### config.mk
export PLATFORM = sky130hd
export DESIGN_NAME = tsme_ram
export DESIGN_NICKNAME = d
export VERILOG_FILES = /design/src/hdl/tsme_pkg.sv /design/src/hdl/tsme_ram.sv
export SDC_FILE = /design/constraint.sdc
export NUM_CORES = 2
export LEC_CHECK = 0
export ABC_CLOCK_PERIOD_IN_PS = 2800
export BUFFER_PORTS_ARGS = -buffer_cell sky130_fd_sc_hd__buf_2
export CAP_MARGIN = 40
export CORE_MARGIN = 2
export CORE_UTILIZATION = 55
export CTS_CLUSTER_DIAMETER = 120
export DETAILED_ROUTE_END_ITERATION = 16
export GPL_TIMING_DRIVEN = 0
export PLACE_DENSITY_LB_ADDON = 0.08
export SETUP_SLACK_MARGIN = 0.5
export SYNTH_ARGS = -nofsm -noshare
export SYNTH_HDL_FRONTEND = slang
export SYNTH_SLANG_ARGS = --single-unit
export TNS_END_PERCENT = 100
### constraint.sdc
create_clock -name i_clk -period 2.8 [get_ports i_clk]
set_clock_uncertainty 0.1 [all_clocks]
set_input_delay 0.28 -clock i_clk [delete_from_list [all_inputs] [get_ports i_clk]]
set_output_delay 0.28 -clock i_clk [all_outputs]
set_load 0.1 [all_outputs]
### src/hdl/tsme_pkg.sv
// Shared types, codes and default sizes for the tape stack machine execute unit.
package tsme_pkg;

    localparam int TAPE_DEPTH_DEF  = 4096;
    localparam int STACK_DEPTH_DEF = 256;
    localparam int CELL_WIDTH_DEF  = 8;

    localparam int CFG_W  = 13;
    localparam int ARG_W  = 16;
    localparam int PC_W   = 16;
    localparam int BYTE_W = 8;

    localparam logic [CFG_W-1:0] TAPE_LENGTH_RST = CFG_W'(4096);

    typedef enum logic [3:0] {
        ACT_HALT    = 4'd0,
        ACT_ADD     = 4'd1,
        ACT_NOP     = 4'd2,
        ACT_SET     = 4'd3,
        ACT_POP     = 4'd4,
        ACT_PUSH    = 4'd5,
        ACT_PUSHIMM = 4'd6,
        ACT_MOVE    = 4'd7,
        ACT_SETPTR  = 4'd8,
        ACT_JMP     = 4'd9,
        ACT_JEZ     = 4'd10,
        ACT_JNZ     = 4'd11,
        ACT_JSEZ    = 4'd12,
        ACT_JSNZ    = 4'd13,
        ACT_IO      = 4'd14,
        ACT_INVALID = 4'd15
    } t_action;

    typedef enum logic [1:0] {
        ERR_NONE      = 2'd0,
        ERR_INVALID   = 2'd1,
        ERR_UNDERFLOW = 2'd2,
        ERR_OVERFLOW  = 2'd3
    } t_err;

    localparam logic [ARG_W-1:0] IO_IN_CELL  = ARG_W'(0);
    localparam logic [ARG_W-1:0] IO_OUT_CELL = ARG_W'(1);
    localparam logic [ARG_W-1:0] IO_IN_PUSH  = ARG_W'(2);
    localparam logic [ARG_W-1:0] IO_OUT_POP  = ARG_W'(3);

    typedef enum logic [1:0] {
        REM_IDLE = 2'd0,
        REM_RUN  = 2'd1,
        REM_DONE = 2'd2
    } t_rem_state;

endpackage

### src/hdl/tsme_ram.sv
// Single-port-write, single-port-read synchronous RAM with same-edge write bypass.
module tsme_ram #(
    parameter int DEPTH = tsme_pkg::STACK_DEPTH_DEF,
    parameter int WIDTH = tsme_pkg::CELL_WIDTH_DEF,
    parameter int AW    = $clog2(DEPTH)
) (
    input  logic             i_clk,
    input  logic             i_rst_n,
    input  logic             i_we,
    input  logic [AW-1:0]    i_waddr,
    input  logic [WIDTH-1:0] i_wdata,
    input  logic [AW-1:0]    i_raddr,
    output logic [WIDTH-1:0] o_rdata
);

    logic [WIDTH-1:0] r_mem [DEPTH];
    logic [WIDTH-1:0] r_q;
    logic [WIDTH-1:0] r_byp_data;
    logic             r_byp_hit;

    always_ff @(posedge i_clk) begin
        if (i_we) begin
            r_mem[i_waddr] <= i_wdata;
        end
        r_q        <= r_mem[i_raddr];
        r_byp_data <= i_wdata;
    end

    always_ff @(posedge i_clk) begin
        if (!i_rst_n) begin
            r_byp_hit <= 1'b0;
        end else begin
            r_byp_hit <= i_we && (i_waddr == i_raddr);
        end
    end

    assign o_rdata = r_byp_hit ? r_byp_data : r_q;

endmodule

==> results.cfg <==
[status]
status = completed

[timing]
timing.setup.tns_ns = 0
timing.final.max_slew_violations = 0
tightestPinTransition_ns = 1.15
period_needed_ns = 2.53
grt_setup_unrepaired = true
report.final.setup_viol = 0
final_min_period_over_clock_period_pct = 90.5
timing.final.hold_violations = 0
maxClockFrequency_mhz = 395
timing.hold.ws_ns = 0.0454
timing.slew.headroom_pct = 23.1

[layout]
drive_gt1_share_pct = 31.1
postLayoutCoreUtil_pct = 64.1
highest_count_cells_in_the_layout_ignoring_fill_and_taps = 2,048 x sky130_fd_sc_hd__edfxtp_1, 433 x sky130_fd_sc_hd__mux4_2, 207 x sky130_fd_sc_hd__clkbuf_16
area.growth.synth_to_final_pct = 16.1
finalNetCount = 4230
antenna-diode-count = 0
mostFrequentLayoutCell = sky130_fd_sc_hd__edfxtp_1
design_area_um2 = 93000

[routing]
drcViolationCount = 0
drt_pre_antenna_iters = 6
routed_wire_per_std_cell_um = 39.2
vias_per_cell = 6.81
drt-total-wl_um = 246000
dr_total_vias = 42700
detail_route.iter0.violations = 6952
final_antenna_violating_net_count = 0

[cts]
tritoncts_num_sinks = 2065
clock_tree_root_driver_cell = sky130_fd_sc_hd__clkbuf_16
clk_pin_slew_ns = 0.06
tritoncts.num_buffers = 202
cts_tree = yes
latest_clock_arrival_within_the_worst_skew_pair_ns = 0.85
clock_path_buffers = 3
clock_tree.htree_level_count = 4

[critical_path]
worst_r2r_path_depth = 6
startpoint_type = register
required_time_reported_for_the_critical_path_endpoint_ns = 3.40
worst-r2r-setup-slack_ns = 0.27
critPathArrivalTime_ns = 3.13
timing.rr.end = r_q[3]$_DFF_P_
timing.critical_path.fanout_max = 1
worst_setup_path_class = register to register
critPathCaptureType = register
r2r-start = r_mem[180][3]$_DFFE_PP_

[synth]
yosysWarningCount = 0
synth-seq-area-share_pct = 77.2
synthesis.nets = 3844
synth_area_per_cell_um2 = 21.0
synth.lib_cells_used.distinct = 54
synth-async-reset-ratio_pct = 0
synth_top_flop_cell = sky130_fd_sc_hd__edfxtp_1
synth.cell_area_um2 = 80100
netlist_instances = 3817
synth_edf_count = 2048
number_of_synthesized_register_bits = 2065

[floorplan]
coreArea_um2 = 145000
die_area_um2 = 149000
start_util_pct = 55.2
die_h_um = 386
i_o_pins = 35
fp-row-count = 140
die_width_um = 386

[place]
hpwl_um = 163000
dpl-instance-area_um2 = 84000
numPortBuffers = 28
global_placer_s_final_weighted_congestion = 0.991

[power_and_ir_drop]
ir_drop_mv = 0.505
p_leak_nw = 29.0
netSwitchingFraction_pct = 22.3
pwr-share-clk_pct = 40.6
power_density_nw_per_um2 = 696
power.net_switching_mw = 14.4
intPower_mw = 50.4
power_mw = 64.8
power.share.sequential_pct = 52.6
comb_pwr_share_pct = 6.8

[grt]
number_of_antenna_violations_at_the_first_check_in_global_routing = 6
grt_residual_overflow = 0
grt_start_max_net_pins = 158
first_global_vias = 40500
grt_pass1_wl_um = 331000
global_route.usage.total_pct = 33.4

[worst_hold_path]
hold_path_startpoint = i_waddr[2]
min_delay_worst_endpoint = r_byp_hit$_SDFF_PN0_
worstHoldPathType = primary input to register
min_delay_path_depth = 5

[flow_run]
max_cap_viol_count = 0
cell families (layout without fill, tap and decap cells):
family / Yosys count / in the layout / synth area share [%]
muxes: 622 / 622 / 14.6
AOI/OAI and AO/OA: 387 / 387 / 3.43
and+or+nand+nor: 486 / 486 / 2.67
DFF: 2065 / 2065 / 77.2
buffers and inverters: 249 / 794 / 2.00
xor gates and xnor gates: 8 / 8 / 0.0875
registers in the layout (all words and copies together) (netlist names):
name / flops
r_byp_data: 8
r_mem: 2048
r_byp_hit: 1
r_q: 8
worst max-delay path: stages, from the launching register on:
cell and delay (ns):
sky130_fd_sc_hd__edfxtp_1 0.36, sky130_fd_sc_hd__mux4_2 0.48, sky130_fd_sc_hd__a22o_1 0.27, sky130_fd_sc_hd__o41ai_4 0.60, sky130_fd_sc_hd__o21ai_2 0.24, sky130_fd_sc_hd__o22ai_2 0.26, sky130_fd_sc_hd__nor3_4 0.10
what timing repair did:
| item | in CTS | in global routing |
|---|---|---|
| buffers inserted | 5 | 4 |
| hold buffers | 10 | 4 |
| endpoints found under the setup margin | 1374 | 1380 |
| pin swaps | 25 | 10 |
| resized for setup | 498 | 177 |
| endpoints found under the hold margin | 722 | 1 |
worst max-delay path by stage:
stage                     slack (ns)                     from                      end
final                           0.27  r_mem[180][3]$_DFFE_PP_           r_q[3]$_DFF_P_
after global routing            0.29  r_mem[180][3]$_DFFE_PP_           r_q[3]$_DFF_P_
after CTS                       0.21               i_waddr[0]  r_mem[113][2]$_DFFE_PP_
after detailed placement       -2.25               i_raddr[1]           r_q[1]$_DFF_P_
after global placement         -2.59               i_raddr[1]           r_q[1]$_DFF_P_
after floorplan                 0.57               i_raddr[0]           r_q[4]$_DFF_P_
cells in the mapped netlist (8+ instances only):
| library cell | number | area share, % |
|---|---|---|
| sky130_fd_sc_hd__nor2_1 | 288 | 1.3 |
| sky130_fd_sc_hd__buf_6 | 28 | 0.39 |
| sky130_fd_sc_hd__nand4_1 | 12 | 0.094 |
| sky130_fd_sc_hd__nor4_1 | 25 | 0.20 |
| sky130_fd_sc_hd__mux2_2 | 20 | 0.28 |
| sky130_fd_sc_hd__a22oi_1 | 118 | 1.1 |
| sky130_fd_sc_hd__a211oi_1 | 10 | 0.094 |
| sky130_fd_sc_hd__xnor2_1 | 8 | 0.087 |
| sky130_fd_sc_hd__mux2i_1 | 167 | 2.1 |
| sky130_fd_sc_hd__o22ai_1 | 43 | 0.34 |
| sky130_fd_sc_hd__a221oi_1 | 22 | 0.24 |
| sky130_fd_sc_hd__a21oi_1 | 79 | 0.49 |
| sky130_fd_sc_hd__nor2b_1 | 13 | 0.10 |
| sky130_fd_sc_hd__nor3_1 | 25 | 0.16 |
| sky130_fd_sc_hd__buf_2 | 51 | 0.32 |
| sky130_fd_sc_hd__o21ai_0 | 19 | 0.12 |
| sky130_fd_sc_hd__nand2_1 | 47 | 0.22 |
| sky130_fd_sc_hd__edfxtp_1 | 2048 | 77 |
| sky130_fd_sc_hd__buf_4 | 19 | 0.18 |
| sky130_fd_sc_hd__mux4_2 | 433 | 12 |
| sky130_fd_sc_hd__buf_12 | 15 | 0.37 |
| sky130_fd_sc_hd__o221ai_1 | 38 | 0.42 |
| sky130_fd_sc_hd__dfxtp_1 | 17 | 0.42 |
| sky130_fd_sc_hd__a22o_1 | 23 | 0.25 |
| sky130_fd_sc_hd__clkbuf_1 | 110 | 0.52 |
| sky130_fd_sc_hd__buf_1 | 16 | 0.075 |
| sky130_fd_sc_hd__nand3_1 | 42 | 0.26 |
metal layers:
layer  up-vias  track usage, %  share of wire [%]
met1     22600            48.1                 38
li1      16800               -                  -
met5         -               0              0.047
met4         8            11.3                3.6
met2      2948            47.8                 44
met3       423            11.8                 14
power by group through the flow:
| stage | clock network [mW] | logic [mW] | registers (mW) |
|---|---|---|---|
| final | 26.3 | 4.39 | 34.1 |
| after global routing | 27.6 | 4.46 | 34.1 |
| after CTS | 26.4 | 4.22 | 34.1 |
| after detailed placement | 0 | 3.87 | 34.7 |
| after global placement | 0 | 3.71 | 34.9 |
| after floorplan | 0 | 1.88 | 34.7 |
metrics by stage:
stage	setup slack, ns	std cells
global placement	-2.59	5762
global route	0.289	6279
detailed placement	-2.25	5885
floorplan	0.570	3817
finish	0.267	6279
CTS	0.215	6263
final cells by class:
cell class / instances / area (um^2)
Clock buffer: 258 / 5350
Inverter: 3 / 12.5
Timing Repair Buffer: 182 / 1910
Sequential cell: 2065 / 61800
Fill cell: 9772 / 52000
Tap cell: 1917 / 2400
Clock inverter: 105 / 931
Multi-Input combinational cell: 1503 / 18500
Buffer: 246 / 2120
(Power assumes the default switching activity.)
