==> src/hdl/tsme_pkg.sv <==
// Shared types, codes and default sizes for the tape stack machine execute unit.
package tsme_pkg;

    localparam int TAPE_DEPTH_DEF  = 4096;
    localparam int STACK_DEPTH_DEF = 256;
    localparam int CELL_WIDTH_DEF  = 8;

    localparam int CFG_W  = 13;
    localparam int ARG_W  = 16;
    localparam int PC_W   = 16;
    localparam int BYTE_W = 8;

    localparam logic [CFG_W-1:0] TAPE_LENGTH_RST = CFG_W'(4096);

    typedef enum logic [3:0] {
        ACT_HALT    = 4'd0,
        ACT_ADD     = 4'd1,
        ACT_NOP     = 4'd2,
        ACT_SET     = 4'd3,
        ACT_POP     = 4'd4,
        ACT_PUSH    = 4'd5,
        ACT_PUSHIMM = 4'd6,
        ACT_MOVE    = 4'd7,
        ACT_SETPTR  = 4'd8,
        ACT_JMP     = 4'd9,
        ACT_JEZ     = 4'd10,
        ACT_JNZ     = 4'd11,
        ACT_JSEZ    = 4'd12,
        ACT_JSNZ    = 4'd13,
        ACT_IO      = 4'd14,
        ACT_INVALID = 4'd15
    } t_action;

    typedef enum logic [1:0] {
        ERR_NONE      = 2'd0,
        ERR_INVALID   = 2'd1,
        ERR_UNDERFLOW = 2'd2,
        ERR_OVERFLOW  = 2'd3
    } t_err;

    localparam logic [ARG_W-1:0] IO_IN_CELL  = ARG_W'(0);
    localparam logic [ARG_W-1:0] IO_OUT_CELL = ARG_W'(1);
    localparam logic [ARG_W-1:0] IO_IN_PUSH  = ARG_W'(2);
    localparam logic [ARG_W-1:0] IO_OUT_POP  = ARG_W'(3);

    typedef enum logic [1:0] {
        REM_IDLE = 2'd0,
        REM_RUN  = 2'd1,
        REM_DONE = 2'd2
    } t_rem_state;

endpackage

==> src/hdl/tsme_rem.sv <==
// Bit-serial remainder unit for pointer reduction modulo the tape length.
module tsme_rem #(
    parameter int MAG_W = 17,
    parameter int LEN_W = 13
) (
    input  logic             i_clk,
    input  logic             i_rst_n,
    input  logic             i_start,
    input  logic [MAG_W-1:0] i_mag,
    input  logic             i_neg,
    input  logic [LEN_W-1:0] i_len,
    input  logic             i_ack,
    output logic             o_done,
    output logic [LEN_W-1:0] o_rem
);

    localparam int STEP_W = $clog2(MAG_W + 1);

    tsme_pkg::t_rem_state r_state, n_state;

    logic [MAG_W-1:0]  r_mag;
    logic [LEN_W-1:0]  r_rem;
    logic [LEN_W-1:0]  r_len;
    logic              r_neg;
    logic [STEP_W-1:0] r_step;

    logic              load;
    logic              run;
    logic [LEN_W:0]    trial;
    logic [LEN_W:0]    trial_sub;
    logic [LEN_W-1:0]  rem_step;
    logic              last_step;

    assign last_step = (r_step == STEP_W'(1));

    always_comb begin
        n_state = r_state;
        unique case (r_state)
            tsme_pkg::REM_IDLE: if (i_start) n_state = tsme_pkg::REM_RUN;
            tsme_pkg::REM_RUN:  if (last_step) n_state = tsme_pkg::REM_DONE;
            tsme_pkg::REM_DONE: if (i_ack) n_state = tsme_pkg::REM_IDLE;
            default:            n_state = tsme_pkg::REM_IDLE;
        endcase
    end

    always_comb begin
        load   = (r_state == tsme_pkg::REM_IDLE) && i_start;
        run    = (r_state == tsme_pkg::REM_RUN);
        o_done = (r_state == tsme_pkg::REM_DONE);
    end

    always_ff @(posedge i_clk) begin
        if (!i_rst_n) begin
            r_state <= tsme_pkg::REM_IDLE;
        end else begin
            r_state <= n_state;
        end
    end

    // restoring remainder, one dividend bit per cycle
    always_comb begin
        trial     = {r_rem, r_mag[MAG_W-1]};
        trial_sub = trial - {1'b0, r_len};
        rem_step  = (trial >= {1'b0, r_len}) ? trial_sub[LEN_W-1:0] : trial[LEN_W-1:0];
    end

    always_ff @(posedge i_clk) begin
        if (load) begin
            r_mag  <= i_mag;
            r_neg  <= i_neg;
            r_len  <= i_len;
            r_rem  <= '0;
            r_step <= STEP_W'(MAG_W);
        end else if (run) begin
            r_mag  <= {r_mag[MAG_W-2:0], 1'b0};
            r_rem  <= rem_step;
            r_step <= r_step - STEP_W'(1);
        end
    end

    assign o_rem = (r_neg && (r_rem != '0)) ? (r_len - r_rem) : r_rem;

endmodule

==> config.mk <==
export PLATFORM = sky130hd
export DESIGN_NAME = tsme_rem
export DESIGN_NICKNAME = d
export VERILOG_FILES = /design/src/hdl/tsme_pkg.sv /design/src/hdl/tsme_rem.sv
export SDC_FILE = /design/constraint.sdc
export NUM_CORES = 1
export LEC_CHECK = 0
export BUFFER_PORTS_ARGS = -buffer_cell sky130_fd_sc_hd__buf_2
export CAP_MARGIN = 25
export CORE_MARGIN = 2
export CORE_UTILIZATION = 45
export DETAILED_ROUTE_END_ITERATION = 8
export GPL_ROUTABILITY_DRIVEN = 0
export PLACE_DENSITY_LB_ADDON = 0.12
export SYNTH_ARGS = -nofsm -noshare
export SYNTH_HDL_FRONTEND = slang
export SYNTH_SLANG_ARGS = --single-unit
==> constraint.sdc <==
create_clock -name i_clk -period 2.3 [get_ports i_clk]
set_clock_uncertainty 0.1 [all_clocks]
set_input_delay 0.115 -clock i_clk [delete_from_list [all_inputs] [get_ports i_clk]]
set_output_delay 0.115 -clock i_clk [all_outputs]
set_load 0.05 [all_outputs]
==> summary.txt, run 1 <==
Timing
  – Final worst path period need: 2.79 ns
  – Final WS setup: -0.491 ns
  – Max-Slew Margin vs Limit: between 40% and 50%
  – Ratio of final minimum period to clock period: 121%
  – Setup repair after global routing missed its margin: yes
  – Hold Vio Cnt, Final: 0
  – Maximum frequency from static timing analysis: about 360 MHz
  – Pin slew with the least headroom to its limit: 0.783 ns
  – Max-slew violation count: 0
  – Count of endpoints failing setup in the final report: 22

Worst setup path
  – Worst path cell trace: inv_2, ha_4, fa_2, nand2b_4, a21oi_4, o21a_1, a221oi_2, mux2_4, o21ai_4, buf_6
  – Highest net fanout along the worst path: 4
  – Internal reg-to-reg setup slack: -0.33 ns
  – Crit path kind: flop to output pin
  – Highest-delay cell along the critical path: sky130_fd_sc_hd__edfxtp_1
  – Worst reg2reg path depth: 10
  – Endpoint class of the critical path: output pin
  – Worst Setup Start Kind: flop
  – Required time at the endpoint of the critical path: 2.09 ns
  – Longest individual stage delay on the worst path: about 0.42 ns
  – Critical path arrival: between 2 and 3 ns

Power and ir drop
  – Lkg Pwr: 2.45 nW
  – IR drop worst, VDD: between 0.0004 and 0.0005 V
  – Power share of the combinational group: a little under three quarters
  – Share of power burned in registers: between 20% and 30%
  – Switching Power: about 3 mW
  – Switching power as a share of total power: 44.7%
  – Part of the power in the clock network: under 10%
  – Internal Power: 3.73 mW
  – Cell Pwr Density: 1230 mW/mm2

Finish
  – Post-layout net count: 627
  – Final standard cell count with taps included and fillers excluded: 663
  – Layout overhead on the synthesized area: 60.0%
  – Core occupancy in the finished layout: 75.1%
  – Inserted Diodes: 0
  – Share of final-layout standard cells stronger than drive strength 1: approximately two fifths

Synth
  – Mapped Nets: 448
  – Post-Synthesis Cells: 384
  – Synthesized area divided by synthesized cell count: 8.91 um2
  – EDFF count, synth: 31
  – Part of the Yosys area used for sequential elements: 38.9%
  – Mapped Area: 0.00342 mm2
  – Top flip-flop cell by instance count after synthesis: sky130_fd_sc_hd__edfxtp_1
  – Flops & latches, synth: between 50 and 60
  – Synth Warn #: 0
  – Distinct cell type count of the synthesized netlist: 58
  – Proportion of register bits with asynchronous set or reset after synthesis: 0%

Detailed routing
  – Post-route antenna net violation count: 0
  – Total wire length: 10.0 mm
  – Via-per-instance ratio: 5.24
  – Total number of vias: 3476
  – Detailed Routing Iterations Pass 1: 4
  – Average wire per cell in the routed design: 15.1 um
  – Initial DRC count: around 100
  – Number of remaining DRC errors: 0

Placement
  – Port Buffer Count: between 40 and 50
  – Half-perimeter wire length after placement: 6.38 mm
  – Post-placement cell count: 602

Global route
  – Via count of the first global-routing pass: 3501
  – Met3 track demand over resource: 3.40%
  – Met2 usage in global routing: between 40% and 50%
  – Maximum number of pins on one net before global-route repair: 23
  – Global-route congestion overflow total: 0
  – Global routing usage on met1: between 20% and 30%
  – Routing layer with the top usage in global route: met2
  – First-pass GRT wire length: around 16 mm
  – GRT Total Usage: 24.0%
  – Antenna violations before repair: 0

Floorplanning
  – I/O pin total: 49
  – Row count: 31
  – Area of the die: 0.00831 mm2
  – Die height: 91.2 um
  – Die extent in x: 91.2 um
  – Starting utilization of the core area: 46.9%
  – Placeable core region: 0.00729 mm2

Clock network
  – Clock Tree Buf Depth: 2
  – Clock latency of the later-clocked register in the worst-skew pair: 0.31 ns
  – Worst-path clk slew: 0.10 ns
  – Cell at the root of the clock tree: sky130_fd_sc_hd__clkbuf_8
  – Clock buffer count from CTS: 5
  – CTS tree: built
  – Level count of the clock H-tree: 2
  – Clock sinks: 51

Hold path
  – Worst hold path class: primary input to flop
  – Hold Crit Depth: 2

Status
  – Run status: complete, but fails checks
  – Failing checks: negative setup slack

Run
  – Maximum Capacitance Violations: 0
layer usage:
metal | wire length (um) | up-vias | part of all wire (%)
li1 | - | 1739 | -
met1 | 4420 | 1652 | 44
met2 | 5160 | 72 | 52
met3 | 272 | 13 | 2.7
met4 | 146 | 0 | 1.5
met5 | 0 | - | 0
cells in the final DEF, fill, tap and decap left out, types with 7 or more instances in the layout:
cell type,n
sky130_fd_sc_hd__nor2_1,14
sky130_fd_sc_hd__buf_4,90
sky130_fd_sc_hd__dfxtp_1,15
sky130_fd_sc_hd__buf_6,21
sky130_fd_sc_hd__nand2_1,74
sky130_fd_sc_hd__xor2_1,7
sky130_fd_sc_hd__edfxtp_1,31
sky130_fd_sc_hd__nor3_1,11
sky130_fd_sc_hd__a21oi_1,13
sky130_fd_sc_hd__xnor2_1,11
sky130_fd_sc_hd__dlygate4sd3_1,31
sky130_fd_sc_hd__ha_1,22
sky130_fd_sc_hd__inv_1,31
sky130_fd_sc_hd__buf_2,35
sky130_fd_sc_hd__o21ai_2,9
synth_stat cells, types with 3 or more instances:
library cell | n | area share, %
sky130_fd_sc_hd__o211ai_1 | 4 | 0.88
sky130_fd_sc_hd__clkbuf_1 | 6 | 0.66
sky130_fd_sc_hd__a21oi_1 | 15 | 2.2
sky130_fd_sc_hd__edfxtp_1 | 31 | 27
sky130_fd_sc_hd__a31oi_1 | 3 | 0.55
sky130_fd_sc_hd__xor2_1 | 8 | 2.0
sky130_fd_sc_hd__a21o_1 | 3 | 0.66
sky130_fd_sc_hd__nor2_1 | 16 | 1.8
sky130_fd_sc_hd__a32oi_1 | 6 | 1.5
sky130_fd_sc_hd__xnor2_1 | 13 | 3.3
sky130_fd_sc_hd__nand4_1 | 3 | 0.55
sky130_fd_sc_hd__nor4_1 | 3 | 0.55
sky130_fd_sc_hd__nor3_1 | 12 | 1.8
sky130_fd_sc_hd__inv_1 | 33 | 3.6
sky130_fd_sc_hd__nand2b_1 | 6 | 1.1
sky130_fd_sc_hd__o22ai_1 | 6 | 1.1
sky130_fd_sc_hd__or2_2 | 4 | 0.73
sky130_fd_sc_hd__o21a_1 | 4 | 0.88
sky130_fd_sc_hd__nand3_1 | 4 | 0.59
sky130_fd_sc_hd__o31ai_1 | 4 | 0.88
sky130_fd_sc_hd__nor2b_1 | 4 | 0.73
sky130_fd_sc_hd__and3_1 | 4 | 0.73
sky130_fd_sc_hd__nand2_1 | 78 | 8.6
sky130_fd_sc_hd__a211oi_1 | 4 | 0.88
sky130_fd_sc_hd__ha_1 | 27 | 9.9
sky130_fd_sc_hd__dfxtp_1 | 20 | 12
sky130_fd_sc_hd__o21ai_0 | 22 | 3.2
sky130_fd_sc_hd__o2111ai_1 | 3 | 0.77
sky130_fd_sc_hd__mux2i_1 | 7 | 2.0
through the flow:
stage / setup TNS, ns / area (um2) / power (mW) / worst slack, ns / hold slack [ns]
floorplan: -0.314 / 3500 / 3.73 / -0.265 / 0.114
global placement: -4.26 / 4460 / 4.88 / -0.395 / 0.192
detailed placement: -4.66 / 4460 / 4.93 / -0.420 / 0.193
CTS: -4.60 / 5230 / 6.22 / -0.490 / 0.00860
global route: -8.68 / 5470 / 7.14 / -0.605 / 0.0256
finish: -6.42 / 5470 / 6.74 / -0.491 / 0.0245
worst max-delay path: cells and delay by family (launching register included):
family / cells / cell delay, ns
DFF: 1 / 0.42
buffers and inverters: 2 / 0.25
muxes: 1 / 0.34
AOI/OAI and AO/OA: 4 / 0.76
adders and majority gates: 2 / 0.34
and+or+nand+nor: 1 / 0.15
flip-flops by register name (all words and copies together), names as in the netlist:
register / count
r_step: 5
r_neg: 1
r_rem: 13
r_state: 2
r_mag: 17
r_len: 13
cells by family (layout without fill, tap and decap cells):
| group | Yosys count | count (layout) | synth area share (%) |
|---|---|---|---|
| AO/OA/AOI/OAI | 89 | 89 | 17.9 |
| multiplexers | 8 | 8 | 2.38 |
| adder cells (fa/ha/maj) | 29 | 29 | 11.0 |
| AND/OR/NAND/NOR | 142 | 142 | 19.3 |
| buffers and inverters | 44 | 224 | 5.01 |
| XOR/XNOR | 21 | 21 | 5.38 |
| flip-flops | 51 | 51 | 38.9 |
final timing paths:
path | end | from
hold / removal | r_mag[0]$_SDFFCE_PN0P_ | i_mag[0]
setup reg to reg | r_rem[2]$_SDFFE_PP0P_ | r_len[0]$_DFFE_PP_
setup / recovery | o_rem[12] | r_len[0]$_DFFE_PP_
hold reg to reg | r_step[4]$_SDFFE_PP1P_ | r_step[4]$_SDFFE_PP1P_
power by group through the flow:
stage	sequential (mW)	combinational (mW)	clock [mW]
2_1_floorplan	1.35	2.38	0
3_3_place_gp	1.34	3.54	0
3_5_place_dp	1.34	3.58	0
4_1_cts	1.33	4.34	0.556
5_1_grt	1.37	5.18	0.585
6_report	1.34	4.85	0.542
final cells by class:
| cell class | count | area (um2) |
|---|---|---|
| Inverter | 34 | 128 |
| Sequential cell | 51 | 1340 |
| Timing Repair Buffer | 182 | 1510 |
| Fill cell | 540 | 1820 |
| Clock buffer | 6 | 72.6 |
| Clock inverter | 2 | 17.5 |
| Tap cell | 99 | 124 |
| Multi-Input combinational cell | 289 | 2280 |
timing repair:
action,CTS,global route
setup endpoints to repair,26,26
setup buffers,11,11
cloned,1,1
gates resized for setup,70,36
pin swaps,31,19
endpoints found under the hold margin,32,0
hold buffers,31,0
Power figures use the tool's default switching activity.
==> run 2, diff against run 1 <==
--- a/config.mk
+++ b/config.mk
@@ -12,6 +12,7 @@
 export DETAILED_ROUTE_END_ITERATION = 8
 export GPL_ROUTABILITY_DRIVEN = 0
 export PLACE_DENSITY_LB_ADDON = 0.12
+export SETUP_SLACK_MARGIN = 0.4
 export SYNTH_ARGS = -nofsm -noshare
 export SYNTH_HDL_FRONTEND = slang
 export SYNTH_SLANG_ARGS = --single-unit
==> run 2 against run 1 <==
Against the previous run: the run still ends with negative setup slack left; critical endpoint unchanged; global-route usage rose by 1.4 points; flip-flop and latch count unchanged; cell count is 0.15% higher; total power rose by 3.9%; non-clock buffer count is 1 higher; sequential share of layout area fell by 0.42 points; fmax fell by 0.96%.
==> summary.txt, run 2 (synthesis gave the netlist of run 1 again) <==
Power and ir drop
  – IR drop worst, VDD: between 0.0004 and 0.0005 V
  – Power share of the combinational group: 72.1%
  – Part of the power in the clock network: 8.5%
  – Lkg Pwr: 2.47 nW
  – Internal Power: between 3 and 4 mW
  – Switching power as a share of total power: 44.8%
  – Cell Pwr Density: 1260 mW/mm2
  – Switching Power: 3.14 mW
  – Share of power burned in registers: between 10% and 20%

Floorplanning
  – Row count: 31
  – Die height: between 90 and 100 um
  – Area of the die: 0.00831 mm2
  – Die extent in x: a little over 90 um
  – Starting utilization of the core area: 46.9%
  – I/O pin total: 49
  – Placeable core region: 0.00729 mm2

Finish
  – Layout overhead on the synthesized area: 62.3%
  – Core occupancy in the finished layout: 76.1%
  – Share of final-layout standard cells stronger than drive strength 1: 41.1%
  – Most frequent standard cell in the layout excluding fill and tap cells: sky130_fd_sc_hd__buf_4
  – Filler cells: 526
  – Inserted Diodes: 0
  – Finished Cell Area: 0.00555 mm2
  – Post-layout net count: 628
  – Top Registers: r_mag (17), r_len (13), r_rem (13)
  – Max reg flops: 17
  – Most frequent cells in the layout: sky130_fd_sc_hd__buf_4 (84), sky130_fd_sc_hd__nand2_1 (74), sky130_fd_sc_hd__buf_2 (35)
  – Biggest register: r_mag

Global route
  – Via count of the first global-routing pass: 3663
  – Antenna violations before repair: 0
  – First-pass GRT wire length: 17.2 mm
  – Global-route congestion overflow total: 0
  – Maximum number of pins on one net before global-route repair: 23
  – GRT Total Usage: approximately a quarter

Detailed routing
  – Via-per-instance ratio: 5.25
  – Initial DRC count: 133
  – Detailed Routing Iterations Pass 1: 5
  – Number of remaining DRC errors: 0
  – Post-route antenna net violation count: 0
  – Total wire length: 10.6 mm
  – Average wire per cell in the routed design: roughly 16 um
  – Total number of vias: about 3500

Worst setup path
  – Crit path kind: flop to output pin
  – Critical path arrival: 2.60 ns
  – Highest net fanout along the worst path: 2
  – Internal reg-to-reg setup slack: -0.45 ns
  – Required time at the endpoint of the critical path: 2.09 ns
  – Endpoint class of the critical path: output pin
  – Worst Setup Start Kind: flop

Placement
  – Port Buffer Count: 48
  – Worst slack at placement: -0.267 ns
  – Placement-stage cell area: approximately 0.0045 mm2
  – Half-perimeter wire length after placement: 6.67 mm

Clock network
  – Cell at the root of the clock tree: sky130_fd_sc_hd__clkbuf_8
  – Clock latency of the later-clocked register in the worst-skew pair: roughly 0.32 ns
  – Level count of the clock H-tree: 2
  – Clock Tree Buf Depth: 2
  – CTS tree: built
  – Clock buffer count from CTS: 5
  – Worst-path clk slew: 0.12 ns
  – Clock sinks: 51

Timing
  – Final worst path period need: 2.82 ns
  – Max-Slew Margin vs Limit: 63.8%
  – Setup repair after global routing missed its margin: yes
  – Pin slew with the least headroom to its limit: 0.543 ns
  – Max-slew violation count: 0
  – Final WS setup: -0.518 ns
  – Ratio of final minimum period to clock period: 123%
  – Final total negative setup slack: -7.58 ns
  – Hold Vio Cnt, Final: 0
  – Maximum frequency from static timing analysis: 355 MHz
  – Count of endpoints failing setup in the final report: 24

Status
  – Run status: complete, but fails checks
  – Failing checks: negative setup slack

Run
  – Maximum Capacitance Violations: 0

Hold path
  – Worst hold path class: primary input to flop
## run 2: worst paths after layout
path,start,end,cells past startpoint
worst min register to register,r_step[4]$_SDFFE_PP1P_,r_step[4]$_SDFFE_PP1P_,2
worst max register to register,r_len[0]$_DFFE_PP_,r_rem[3]$_SDFFE_PP0P_,12
worst min-delay path,i_mag[0],r_mag[0]$_SDFFCE_PN0P_,2
worst max-delay path,r_len[6]$_DFFE_PP_,o_rem[12],7
## run 2: layout make-up
cell class | count | area, um2 | share of cell area [%]
timing repair buffer | 183 | 1560 | 28.0
inverter | 34 | 128 | 2.30
multi-input combinational | 289 | 2310 | 41.6
sequential | 51 | 1340 | 24.1
tap | 99 | 124 | 2.23
clock inverter | 3 | 27.5 | 0.496
clock buffer | 5 | 68.8 | 1.24
## run 2: power by group through the flow
stage               registers [mW]  logic, mW  clock network [mW]
detailed placement            1.36       3.71                   0
global route                  1.38       5.36               0.631
CTS                           1.35       4.70               0.604
global placement              1.35       3.66                   0
floorplan                     1.36       2.51                   0
finish                        1.36       5.05               0.598
## run 2: worst max-delay path, cell delays in order, from the launching register on
cell and delay [ns]:
sky130_fd_sc_hd__edfxtp_1 0.47, sky130_fd_sc_hd__ha_4 0.25, sky130_fd_sc_hd__a2111o_1 0.38, sky130_fd_sc_hd__o21a_1 0.22
sky130_fd_sc_hd__a221oi_2 0.30, sky130_fd_sc_hd__mux2_4 0.34, sky130_fd_sc_hd__o21ai_4 0.13, sky130_fd_sc_hd__buf_6 0.17
## run 2: per-stage QoR
stage                     hold slack (ns)  power (mW)  cells
after CTS                         0.00673        6.65    656
after floorplan                     0.114        3.87    384
final                              0.0153        7.00    664
after detailed placement            0.194        5.07    598
after global routing               0.0221        7.37    664
after global placement              0.191        5.01    598
## run 2: timing repair
item                                    in CTS  in global routing
setup buffers                               17                  8
pin swaps                                   14                 16
resized for setup                           62                 24
endpoints found under the setup margin      44                 26
endpoints found under the hold margin       32                  0
cloned                                       2                  0
hold buffers                                31                  0
## run 2: per-layer routing
layer  routed length (um)  part of all wire (%)  vias to the layer above  GRT usage [%]
li1                     -                     -                     1727              -
met1                 4680                    44                     1643           30.7
met2                 5280                    50                       91           44.9
met3                  326                   3.1                       25           5.39
met4                  273                   2.6                        0           8.21
met5                    0                     0                        -              0
==> run 3, diff against run 2 <==
--- a/config.mk
+++ b/config.mk
@@ -5,6 +5,7 @@
 export SDC_FILE = /design/constraint.sdc
 export NUM_CORES = 1
 export LEC_CHECK = 0
+export ABC_AREA = 1
 export BUFFER_PORTS_ARGS = -buffer_cell sky130_fd_sc_hd__buf_2
 export CAP_MARGIN = 25
 export CORE_MARGIN = 2
==> run 3 against run 2 <==
Against the previous run: the run ends with negative hold slack, negative setup slack left; non-clock buffer count decreased by 44; global-route usage is 0.67 points lower; sequential power barely moved; register-to-register slack gained 0.61 ns; highest routed layer unchanged.
==> summary.txt, run 3 <==
Timing
  – Maximum frequency from static timing analysis: 404 MHz
  – Ratio of final minimum period to clock period: 108%
  – Final worst path period need: 2.47 ns
  – Max-slew violation count: 0
  – Final total negative setup slack: -0.598 ns
  – Setup repair after global routing missed its margin: yes
  – Hold Vio Cnt, Final: 1
  – Count of endpoints failing setup in the final report: 5
  – Final worst hold slack: -0.0195 ns
  – Final WS setup: -0.174 ns
  – Pin slew with the least headroom to its limit: 0.701 ns
  – Max-Slew Margin vs Limit: 53.2%

Power and ir drop
  – Cell Pwr Density: 1150 mW/mm2
  – Lkg Pwr: 2.75 nW
  – Internal Power: between 3 and 4 mW
  – Share of power burned in registers: 20.8%
  – IR drop worst, VDD: 0.000449 V
  – Total Power Consumption: about 6.6 mW
  – Switching power as a share of total power: 49.0%
  – Part of the power in the clock network: 8.6%
  – Power share of the combinational group: 70.6%
  – Switching Power: 3.25 mW

Detailed routing
  – Total number of vias: 4129
  – Total length of routed met3 wires: around 470 um
  – Via-per-instance ratio: 5.27
  – Amount of wire on met2 after detailed routing: 5.99 mm
  – Post-route antenna net violation count: 0
  – Uppermost signal routing layer after detailed routing: met4
  – Average wire per cell in the routed design: between 15 and 20 um
  – Detailed Routing Iterations Pass 1: 5
  – Number of remaining DRC errors: 0
  – Total wire length: 11.9 mm
  – Length of routed wiring on met1: 5.16 mm
  – Initial DRC count: 263

Synth
  – Part of the Yosys area used for sequential elements: 34.9%
  – Most repeated cell in the gate-level netlist after synthesis: sky130_fd_sc_hd__nand2_1
  – Library cell with the largest summed area after synthesis: sky130_fd_sc_hd__edfxtp_1
  – Synthesized area divided by synthesized cell count: 7.07 um2
  – Top flip-flop cell by instance count after synthesis: sky130_fd_sc_hd__edfxtp_1
  – Top cells by area in the synthesized netlist: sky130_fd_sc_hd__edfxtp_1 (24%), sky130_fd_sc_hd__nand2_1 (18%), sky130_fd_sc_hd__dfxtp_1 (10%)
  – EDFF count, synth: 31
  – Proportion of register bits with asynchronous set or reset after synthesis: 0%
  – Mapped Nets: 604
  – Synth Warn #: 0
  – Mapped Area: 0.00382 mm2
  – Flops & latches, synth: 51
  – Fraction of post-synthesis cell area in the top cell type by area: around a quarter
  – Top cells by instance count after synthesis: sky130_fd_sc_hd__nand2_1 (188), sky130_fd_sc_hd__inv_1 (82), sky130_fd_sc_hd__nor2_1 (37)
  – Post-Synthesis Cells: 540
  – Distinct cell type count of the synthesized netlist: 33

Floorplanning
  – Starting utilization of the core area: 46.5%
  – Die height: 96.1 um
  – Area of the die: 0.00924 mm2
  – Placeable core region: 0.00822 mm2
  – Row count: 33
  – I/O pin total: approximately 50
  – Die extent in x: ~96 um

Finish
  – Filler cells: 595
  – Top Registers: r_mag (17), r_len (13), r_rem (13)
  – Inserted Diodes: 0
  – Biggest register: r_mag
  – Share of final-layout standard cells stronger than drive strength 1: about 38%
  – Layout overhead on the synthesized area: 50.5%
  – Most frequent cells in the layout: sky130_fd_sc_hd__nand2_1 (170), sky130_fd_sc_hd__inv_1 (70), sky130_fd_sc_hd__buf_4 (43)
  – Post-layout net count: between 700 and 800
  – Max reg flops: 17
  – Most frequent standard cell in the layout excluding fill and tap cells: sky130_fd_sc_hd__nand2_1

Global route
  – GRT Total Usage: 24.7%
  – Antenna violations before repair: 0
  – Via count of the first global-routing pass: ~3800
  – First-pass GRT wire length: 17.7 mm
  – Maximum number of pins on one net before global-route repair: 35
  – Global-route congestion overflow total: 0

Clock network
  – Worst-path clk slew: 0.10 ns
  – Level count of the clock H-tree: 2
  – CTS tree: built
  – Clock buffer count from CTS: 5
  – Cell at the root of the clock tree: sky130_fd_sc_hd__clkbuf_8
  – Clock latency of the later-clocked register in the worst-skew pair: 0.32 ns
  – Clock sinks: 51
  – Clock Tree Buf Depth: 2

Worst setup path
  – Highest-delay cell along the critical path: sky130_fd_sc_hd__edfxtp_1
  – Endpoint class of the critical path: output pin
  – Worst Setup Start Kind: flop
  – Worst path cell trace: inv_2, ha_4, fa_2, inv_2, nand3_4, nand2_4, nand3_4, o21bai_4, nor2_2, o21ai_4, buf_6
  – Crit path kind: flop to output pin
  – Number of buffers and inverters on the critical path: 3
  – Longest individual stage delay on the worst path: about 0.42 ns
  – Highest net fanout along the worst path: 3
  – Critical path arrival: 2.26 ns
  – Cell family with most CP delay: adder cells
  – Required time at the endpoint of the critical path: 2.09 ns

Status
  – Run status: complete, but fails checks
  – Failing checks: negative hold slack, negative setup slack

Hold path
  – Worst hold path class: primary input to flop

Placement
  – Half-perimeter wire length after placement: 7.58 mm
  – Port Buffer Count: 48
  – Worst slack at placement: -0.00911 ns

Run
  – Maximum Capacitance Violations: 0
[run 3: path summary, 6_finish.rpt]
kind                               start                endpoint  slack, ns  cells after the start
setup / recovery      r_len[0]$_DFFE_PP_                o_rem[8]      -0.17                     11
hold reg to reg   r_rem[11]$_SDFFE_PP0P_  r_rem[11]$_SDFFE_PP0P_       0.39                      2
setup reg to reg      r_len[7]$_DFFE_PP_   r_rem[0]$_SDFFE_PP0P_       0.16                     13
hold / removal                 i_mag[10]     r_mag[10]$_DFFE_PP_      -0.02                      3
[run 3: metrics by stage]
| step | utilization [%] | instances | cell area [um2] |
|---|---|---|---|
| 5_1_grt | 69.9 | 784 | 5750 |
| 6_report | 69.9 | 784 | 5750 |
| 2_1_floorplan | - | 540 | 3910 |
| 3_3_place_gp | 53.4 | 705 | 4390 |
| 3_5_place_dp | 53.4 | 705 | 4390 |
| 4_1_cts | 65.9 | 772 | 5410 |
[run 3: cells by family after synthesis]
logic type      synth area share (%)
flops                           34.9
fa+ha+maj                       9.90
compound gates                  7.11
xor+xnor                        2.98
buf+inv                         10.1
simple gates                    35.1
[run 3: final cells by class]
| class | instances | area [um2] | share of cell area [%] |
|---|---|---|---|
| tap | 105 | 131 | 2.29 |
| clock buffer | 5 | 68.8 | 1.20 |
| timing repair buffer | 139 | 1160 | 20.3 |
| inverter | 90 | 340 | 5.92 |
| clock inverter | 3 | 26.3 | 0.457 |
| multi-input combinational | 391 | 2660 | 46.3 |
| sequential | 51 | 1360 | 23.6 |
[run 3: power by group through the flow]
stage                     Combinational [mW]  Sequential, mW  Clock, mW
after CTS                               4.11            1.35      0.578
after global routing                    5.01            1.40      0.621
after global placement                  3.22            1.34          0
after floorplan                         2.52            1.31          0
after detailed placement                3.28            1.35          0
final                                   4.68            1.38      0.572
[run 3: timing repair]
item	4_1_cts	5_1_grt
gates resized for setup	106	55
pin swaps	25	21
hold buffers	32	0
buffers inserted	27	12
endpoints found under the setup margin	26	26
hold endpoints to repair	32	0
[run 3: worst min-delay path, delay by kind of cell]
family | cells | cell delay (ns)
buffers and inverters | 1 | 0.08
and+or+nand+nor | 2 | 0.11
[run 3: metal layers]
layer	up-vias	global-route usage, %
met5	-	0
met2	153	44.2
met4	0	6.67
met1	1946	31.6
met3	24	2.66
li1	2006	-
